### src/rtl/dpg_pkg.sv
// ----------------------------------------------------------------------------
// dpg_pkg
// Shared types and constants for the dipole potential grid evaluator.
// ----------------------------------------------------------------------------
package dpg_pkg;

  localparam int MAX_DIPOLES_DEF = 64;

  localparam logic [1:0] CMD_CLEAR  = 2'd0;
  localparam logic [1:0] CMD_APPEND = 2'd1;
  localparam logic [1:0] CMD_EVAL   = 2'd2;

  // iteration counts of the shared serial units
  localparam int MUL_ITER   = 35;   // multiplier bits (34-bit root, zero-extended)
  localparam int SQRT_ITER  = 34;   // root bits of a 68-bit radicand
  localparam int DIV_ITER   = 115;  // numerator bits: 67-bit |dot| << 48
  localparam int FRAC_SHIFT = 48;

  typedef enum logic [3:0] {
    S_IDLE, S_CHECK, S_READ, S_DIFF, S_MINIT, S_MSTEP, S_MACC,
    S_SQINIT, S_SQSTEP, S_DINIT, S_DSTEP, S_VINIT, S_VSTEP, S_ACC, S_OUT
  } ctl_state_t;

  typedef enum logic [3:0] {
    OP_NOP, OP_CLEAR, OP_APPEND, OP_START, OP_READ, OP_DIFF,
    OP_MUL_INIT, OP_MUL_STEP, OP_MUL_ACC, OP_SQRT_INIT, OP_SQRT_STEP,
    OP_DEN_INIT, OP_DIV_INIT, OP_DIV_STEP, OP_ACC, OP_SING
  } dp_op_t;

  typedef struct packed {
    dp_op_t     op;
    logic [2:0] k;     // product select: axis = k/2, odd k squares d
    logic       emit;  // load the result register
  } dp_ctl_t;

  typedef struct packed {
    logic all_done;   // index reached the dipole count
    logic step_last;  // serial unit on its final step
    logic n2_zero;    // point coincides with the dipole site
  } dp_sts_t;

endpackage

### src/rtl/dpg_ctrl.sv
// ----------------------------------------------------------------------------
// dpg_ctrl
// Sequencer: accepts commands and walks the datapath through each dipole term.
// ----------------------------------------------------------------------------
module dpg_ctrl
  import dpg_pkg::*;
(
  input  logic       clk,
  input  logic       rst_n,
  input  logic       start,
  input  logic [1:0] in_cmd,
  output logic       busy,
  output dp_ctl_t    ctl,
  input  dp_sts_t    sts
);

  ctl_state_t state_r, state_nxt;
  logic [2:0] k_r, k_nxt;

  always_ff @(posedge clk) begin
    if (!rst_n) begin
      state_r <= S_IDLE;
      k_r     <= '0;
    end else begin
      state_r <= state_nxt;
      k_r     <= k_nxt;
    end
  end

  always_comb begin
    state_nxt = state_r;
    k_nxt     = k_r;
    ctl.op    = OP_NOP;
    ctl.k     = k_r;
    ctl.emit  = 1'b0;
    busy      = (state_r != S_IDLE);
    unique case (state_r)
      S_IDLE: begin
        if (start) begin
          unique case (in_cmd)
            CMD_CLEAR:  ctl.op = OP_CLEAR;
            CMD_APPEND: ctl.op = OP_APPEND;
            CMD_EVAL: begin
              ctl.op    = OP_START;
              state_nxt = S_CHECK;
            end
            default: ;  // unused code: ignored
          endcase
        end
      end
      S_CHECK:  state_nxt = sts.all_done ? S_OUT : S_READ;
      S_READ: begin
        ctl.op    = OP_READ;
        state_nxt = S_DIFF;
      end
      S_DIFF: begin
        ctl.op    = OP_DIFF;
        k_nxt     = '0;
        state_nxt = S_MINIT;
      end
      S_MINIT: begin
        ctl.op    = OP_MUL_INIT;
        state_nxt = S_MSTEP;
      end
      S_MSTEP: begin
        ctl.op = OP_MUL_STEP;
        if (sts.step_last) state_nxt = S_MACC;
      end
      S_MACC: begin
        ctl.op = OP_MUL_ACC;
        if (k_r == 3'd5) state_nxt = S_SQINIT;
        else begin
          k_nxt     = k_r + 3'd1;
          state_nxt = S_MINIT;
        end
      end
      S_SQINIT: begin
        if (sts.n2_zero) begin
          ctl.op    = OP_SING;
          state_nxt = S_CHECK;
        end else begin
          ctl.op    = OP_SQRT_INIT;
          state_nxt = S_SQSTEP;
        end
      end
      S_SQSTEP: begin
        ctl.op = OP_SQRT_STEP;
        if (sts.step_last) state_nxt = S_DINIT;
      end
      S_DINIT: begin
        ctl.op    = OP_DEN_INIT;
        state_nxt = S_DSTEP;
      end
      S_DSTEP: begin
        ctl.op = OP_MUL_STEP;
        if (sts.step_last) state_nxt = S_VINIT;
      end
      S_VINIT: begin
        ctl.op    = OP_DIV_INIT;
        state_nxt = S_VSTEP;
      end
      S_VSTEP: begin
        ctl.op = OP_DIV_STEP;
        if (sts.step_last) state_nxt = S_ACC;
      end
      S_ACC: begin
        ctl.op    = OP_ACC;
        state_nxt = S_CHECK;
      end
      S_OUT: begin
        ctl.emit  = 1'b1;
        state_nxt = S_IDLE;
      end
      default: state_nxt = S_IDLE;
    endcase
  end

endmodule

### config.mk
export PLATFORM = sky130hd
export DESIGN_NAME = dpg_ctrl
export DESIGN_NICKNAME = d
export VERILOG_FILES = /design/src/rtl/dpg_pkg.sv /design/src/rtl/dpg_ctrl.sv
export SDC_FILE = /design/constraint.sdc
export NUM_CORES = 1
export LEC_CHECK = 0
export BUFFER_PORTS_ARGS = -buffer_cell sky130_fd_sc_hd__clkbuf_2
export CORE_AREA = 3 3 40 42
export CTS_CLUSTER_DIAMETER = 100
export DETAILED_ROUTE_END_ITERATION = 10
export DIE_AREA = 0 0 43 45
export GPL_ROUTABILITY_DRIVEN = 0
export PLACE_DENSITY_LB_ADDON = 0.1
export SYNTH_ARGS = -nofsm -noshare
export SYNTH_HDL_FRONTEND = slang
export SYNTH_SLANG_ARGS = --single-unit
### constraint.sdc
create_clock -name clk -period 2.2 [get_ports clk]
set_input_delay 0.22 -clock clk [delete_from_list [all_inputs] [get_ports clk]]
set_output_delay 0.22 -clock clk [all_outputs]
set_load 0.005 [all_outputs]
==> impl_metrics.json, run 1 <==
{
  "synth_top_family_by_area": "compound AO/OA/AOI/OAI gates",
  "skew_ns": 0.002480,
  "dp_hpwl_mm": 1.121,
  "register_area_um2": 140.1,
  "r2r_slack_ns": 0.58,
  "clkLatencyLatePin_ns": 0.25,
  "synthXorXnorAreaFrac_pct": 0,
  "post-route-min-period_ns": 1.946,
  "maxSlewViolCount": 0,
  "path_cells": "nor2b_1 -> nand2_1 -> o211ai_1 -> o31a_1 -> clkbuf_2",
  "multi_input_comb_area_um2": 425.4,
  "pre_cts_ws_ns": 0.5509,
  "slowest_delay_ns": 0.66,
  "rsz0062_at_grt": "no",
  "yosysSeqAreaShare_pct": 22.58,
  "crit_slowest_cell": "dfxtp_1",
  "slew_headroom_pct": 63.27,
  "final_common_cell": "clkbuf_2",
  "final_cell_mix": "clkbuf_2, nand2_1, a21oi_1, inv_1, dfxtp_1",
  "tns_ns": 0,
  "finalCritPeriodShare_pct": 88.45,
  "first_global_vias": 579,
  "remaining_drc_errors": 0,
  "cts_setup_buffers": 0,
  "peakVddDrop_v": 0.0004936,
  "hp-class": "in -> reg",
  "vias": 696,
  "dp_cells": 114,
  "startpoint": "state_r[0]",
  "fin_cells": 118,
  "final_nets": 115,
  "synth_fa_ha_area_share_pct": 6.048,
  "status": "complete, no violations",
  "syn-num-nets": 99,
  "fp.dieH_um": 45,
  "cts_tree": "built",
  "holdWs_ns": 0.2868,
  "cap_violations": 0,
  "synth_seq_cells": 7,
  "dr.pass1.iters": 4,
  "clock-sinks": 7,
  "yosys-mux-area-fraction_pct": 4.839,
  "setup_viol": 0,
  "syn_inst": 88,
  "min_path_cells": 4,
  "port_buffers": 16,
  "n_antenna_cell": 0,
  "r2r-end": "k_r[0]",
  "synth-compound-area-share_pct": 29.64,
  "placed_area_um2": 698.2,
  "numCtsBuffers": 3,
  "viasPerCell": 5.898,
  "power_leakage_nw": 0.3294,
  "grt_usage_pct": 17.40,
  "fin_util_pct": 56.38,
  "die_area_um2": 1935,
  "hold_viol": 0,
  "drt_iter0_markers": 18,
  "start_util_pct": 48.30,
  "crit_type": "reg -> out",
  "design_area_um2": 724.4,
  "row_count": 13,
  "pin_count": 17,
  "r2r-start": "state_r[0]",
  "fp.dieW_um": 43,
  "coreArea_um2": 1285,
  "hold_end": "state_r[1]",
  "worstPathRequired_ns": 1.98,
  "tightest_slew_ns": 0.5502,
  "fillers": 125,
  "cts_root_buffer": "clkbuf_4",
  "pwr_density_cell_nw_per_um2": 946.8,
  "clock_tree.buffer_depth": 2,
  "global_route.overflow_total": 0,
  "yosys_most_used_dff": "dfxtp_1",
  "postRouteAntennaNets": 0,
  "max_freq_mhz": 513.9,
  "wl_mm": 1.467,
  "yosysWarnings": 0,
  "fin_ws_ns": 0.2541,
  "async_reset_ff_share_pct": 0,
  "crit_arrival_ns": 1.73,
  "synth_area_per_cell_um2": 7.052,
  "synth-edff-count": 0,
  "worstHoldStart": "sts[1]",
  "p_total_uw": 685.9,
  "clk_pin_slew_ns": 0.05,
  "cts.htree.levels": 1,
  "ff2ff_path_depth": 4,
  "drive_gt1_share_pct": 21.36,
  "grt_max_degree": 19,
  "crit_fanout": 18,
  "cts_resized": 0,
  "syn2layout_area_growth_pct": 16.73,
  "ctsHoldBuffers": 0,
  "grt_first_pass_wirelength_mm": 2.539,
  "synth.distinct_cells": 33,
  "critPathLaunchType": "flip-flop",
  "grt_antenna_before_repair": 0,
  "synthSimpleGateAreaFrac_pct": 28.02,
  "netlist_area_um2": 620.6,
  "worstSetupEndpointType": "output pin",
  "wl_per_cell_um": 12.43
}
==> critical path: cells and delay by family, from the launching register on <==
kind            cells  cell delay, ns
flops               1            0.66
buf+inv             1            0.11
simple gates        2            0.44
compound gates      2            0.25
==> cell families after synthesis <==
logic type,Yosys count
compound gates,29
fa+ha+maj,3
buf+inv,13
flops,7
mux,3
simple gates,33
==> routing by layer <==
metal  track usage (%)  vias up  routed length [um]
li1                  -      351                   -
met2             24.85       26                 618
met4             7.229        0                  21
met3             5.179        4                 121
met1             24.34      315                 705
met5                 0        -                   0
==> cells in the mapped netlist, types with 3 or more instances <==
library cell | number | share of area (%)
nand2_1 | 11 | 6.7
o21ai_0 | 6 | 4.8
nand3_1 | 3 | 2.4
nor2b_1 | 3 | 3.0
ha_1 | 3 | 6.0
mux2i_1 | 3 | 4.8
dfxtp_1 | 7 | 23
clkbuf_1 | 3 | 1.8
nor2_1 | 4 | 2.4
inv_1 | 7 | 4.2
a21oi_1 | 10 | 8.1
==> power breakdown <==
part / switching (mW) / internal [mW] / total, mW
sequential: 0.0607 / 0.149 / 0.210
combinational: 0.197 / 0.160 / 0.357
clock: 0.0500 / 0.0694 / 0.119
==> worst max-delay path by stage <==
stage | slack, ns | endpoint | cells after the start
global route | 0.11 | ctl[5] | 5
finish | 0.25 | ctl[5] | 5
floorplan | 0.80 | k_r[0] | 6
detailed placement | 0.55 | ctl[5] | 5
global placement | 0.62 | ctl[5] | 5
CTS | 0.27 | ctl[5] | 5
==> layout make-up <==
type	instances	share of cell area [%]
multi-input combinational	68	58.72
inverter	7	3.627
tap	15	2.591
sequential	7	19.34
timing repair buffer	17	12.09
clock buffer	4	3.627
==> state kept, by name, indices dropped and copies added, names as in the netlist <==
| register | count |
|---|---|
| k_r | 3 |
| state_r | 4 |
No activity file was read; power rests on OpenSTA's default activity.
==> run 2: changes to the inputs <==
- BUFFER_PORTS_ARGS: -buffer_cell sky130_fd_sc_hd__clkbuf_2 -> unset
- DONT_BUFFER_PORTS: unset -> 1
- RECOVER_POWER: unset -> 25
==> impl_metrics.json, run 2 (synthesis results as in run 1) <==
{
  "status": "complete, no violations",
  "cap_violations": 0,
  "viasPerCell": 6.089,
  "peakVddDrop_v": 0.0005851,
  "post-route-min-period_ns": 1.878,
  "ctsHoldBuffers": 0,
  "drive_gt1_share_pct": 5.814,
  "die_area_um2": 1935,
  "clock-sinks": 7,
  "final_common_cell": "nand2_1",
  "pin_count": 17,
  "tns_ns": 0,
  "power_leakage_nw": 0.2544,
  "worstSetupEndpointType": "output pin",
  "power.share.clock_pct": 19.1,
  "fp.dieW_um": 43,
  "dp_hpwl_mm": 1.069,
  "postRouteAntennaNets": 0,
  "p_seq_share_pct": 36.7,
  "comb_power_share_pct": 44.2,
  "p_sw_uw": 286.7,
  "first_global_vias": 568,
  "cts_resized": 0,
  "row_count": 13,
  "p_int_uw": 333.9,
  "cts_tree": "built",
  "finalCritPeriodShare_pct": 85.38,
  "final_cell_mix": "nand2_1, a21oi_1, inv_1, dfxtp_1, o21ai_0",
  "start_util_pct": 48.30,
  "fp.dieH_um": 45,
  "worstPathRequired_ns": 1.98,
  "grt_antenna_before_repair": 0,
  "port_buffers": 0,
  "remaining_drc_errors": 0,
  "netSwitchingFraction_pct": 46.19,
  "critPathLaunchType": "flip-flop",
  "final_nets": 98,
  "slew_headroom_pct": 65.13,
  "hold_viol": 0,
  "grt_usage_pct": 17.28,
  "fin_util_pct": 49.56,
  "grt_first_pass_wirelength_mm": 2.553,
  "r2r_slack_ns": 0.62,
  "global_route.overflow_total": 0,
  "coreArea_um2": 1285,
  "cts.htree.levels": 1,
  "drt_iter0_markers": 17,
  "design_area_um2": 636.9,
  "holdWs_ns": 0.07547,
  "cts_root_buffer": "clkbuf_4",
  "hp-class": "in -> reg",
  "grt_max_degree": 19,
  "crit_fanout": 18,
  "largestRegisters": "state_r (4), k_r (3)",
  "largest_register_ffs": 4,
  "max_freq_mhz": 532.4,
  "skew_ns": 0.0001576,
  "pwr_density_cell_nw_per_um2": 974.4,
  "rsz0062_at_grt": "no",
  "placed_area_um2": 610.6,
  "dr.pass1.iters": 4,
  "wl_mm": 1.449,
  "vias": 615,
  "crit_arrival_ns": 1.66,
  "cts_setup_buffers": 0,
  "n_antenna_cell": 0,
  "setup_viol": 0,
  "maxSlewViolCount": 0,
  "syn2layout_area_growth_pct": 2.621,
  "clock_tree.buffer_depth": 2,
  "crit_type": "reg -> out",
  "clk_pin_slew_ns": 0.05,
  "largest_register": "state_r",
  "tightest_slew_ns": 0.5224,
  "clkLatencyLatePin_ns": 0.25,
  "numCtsBuffers": 3,
  "wl_per_cell_um": 14.35
}
[run 2: cell count changes in the layout (fill, tap and decap cells not counted), sizes merged]
| cell | previous run | this run |
|---|---|---|
| buf | 1 | 0 |
| clkbuf | 20 | 4 |
[run 2: layout make-up]
type                       instances  area (um^2)
clock buffer                       4        26.28
tap                               15        18.77
fill                             137        648.1
multi-input combinational         68        425.4
sequential                         7        140.1
inverter                           7        26.28
[run 2: final timing paths]
kind              endpoint  startpoint  cells past startpoint
setup reg to reg    k_r[0]  state_r[0]                      4
setup / recovery    ctl[5]  state_r[0]                      4
hold reg to reg     k_r[1]      k_r[1]                      2
hold / removal      k_r[2]       rst_n                      2
[run 2: routing by layer]
metal	wire [um]	vias up	global-route usage [%]
li1	-	314	-
met1	660	281	21.36
met2	655	20	26.95
met3	132	0	9.163
met4	0	0	3.614
met5	0	-	0
[run 2: power by group through the flow]
| stage | Combinational, mW | Sequential (mW) | Clock [mW] |
|---|---|---|---|
| floorplan | 0.297 | 0.163 | 0 |
| global placement | 0.277 | 0.228 | 0 |
| detailed placement | 0.271 | 0.229 | 0 |
| CTS | 0.273 | 0.225 | 0.124 |
| global route | 0.310 | 0.236 | 0.131 |
| finish | 0.274 | 0.228 | 0.119 |
[run 2: critical path: stages, from the launching register on]
cell	delay, ns
dfxtp_1	0.64
nor2b_1	0.36
nand2_1	0.12
o211ai_1	0.10
o31a_1	0.18
[run 2: metrics by stage]
| step | instances | power (mW) | worst slack, ns |
|---|---|---|---|
| after global placement | 97 | 0.5044 | 0.6238 |
| after floorplan | 88 | 0.4593 | 0.8020 |
| after CTS | 101 | 0.6224 | 0.3359 |
| final | 101 | 0.6206 | 0.3216 |
| after global routing | 101 | 0.6765 | 0.1990 |
| after detailed placement | 97 | 0.5000 | 0.6143 |
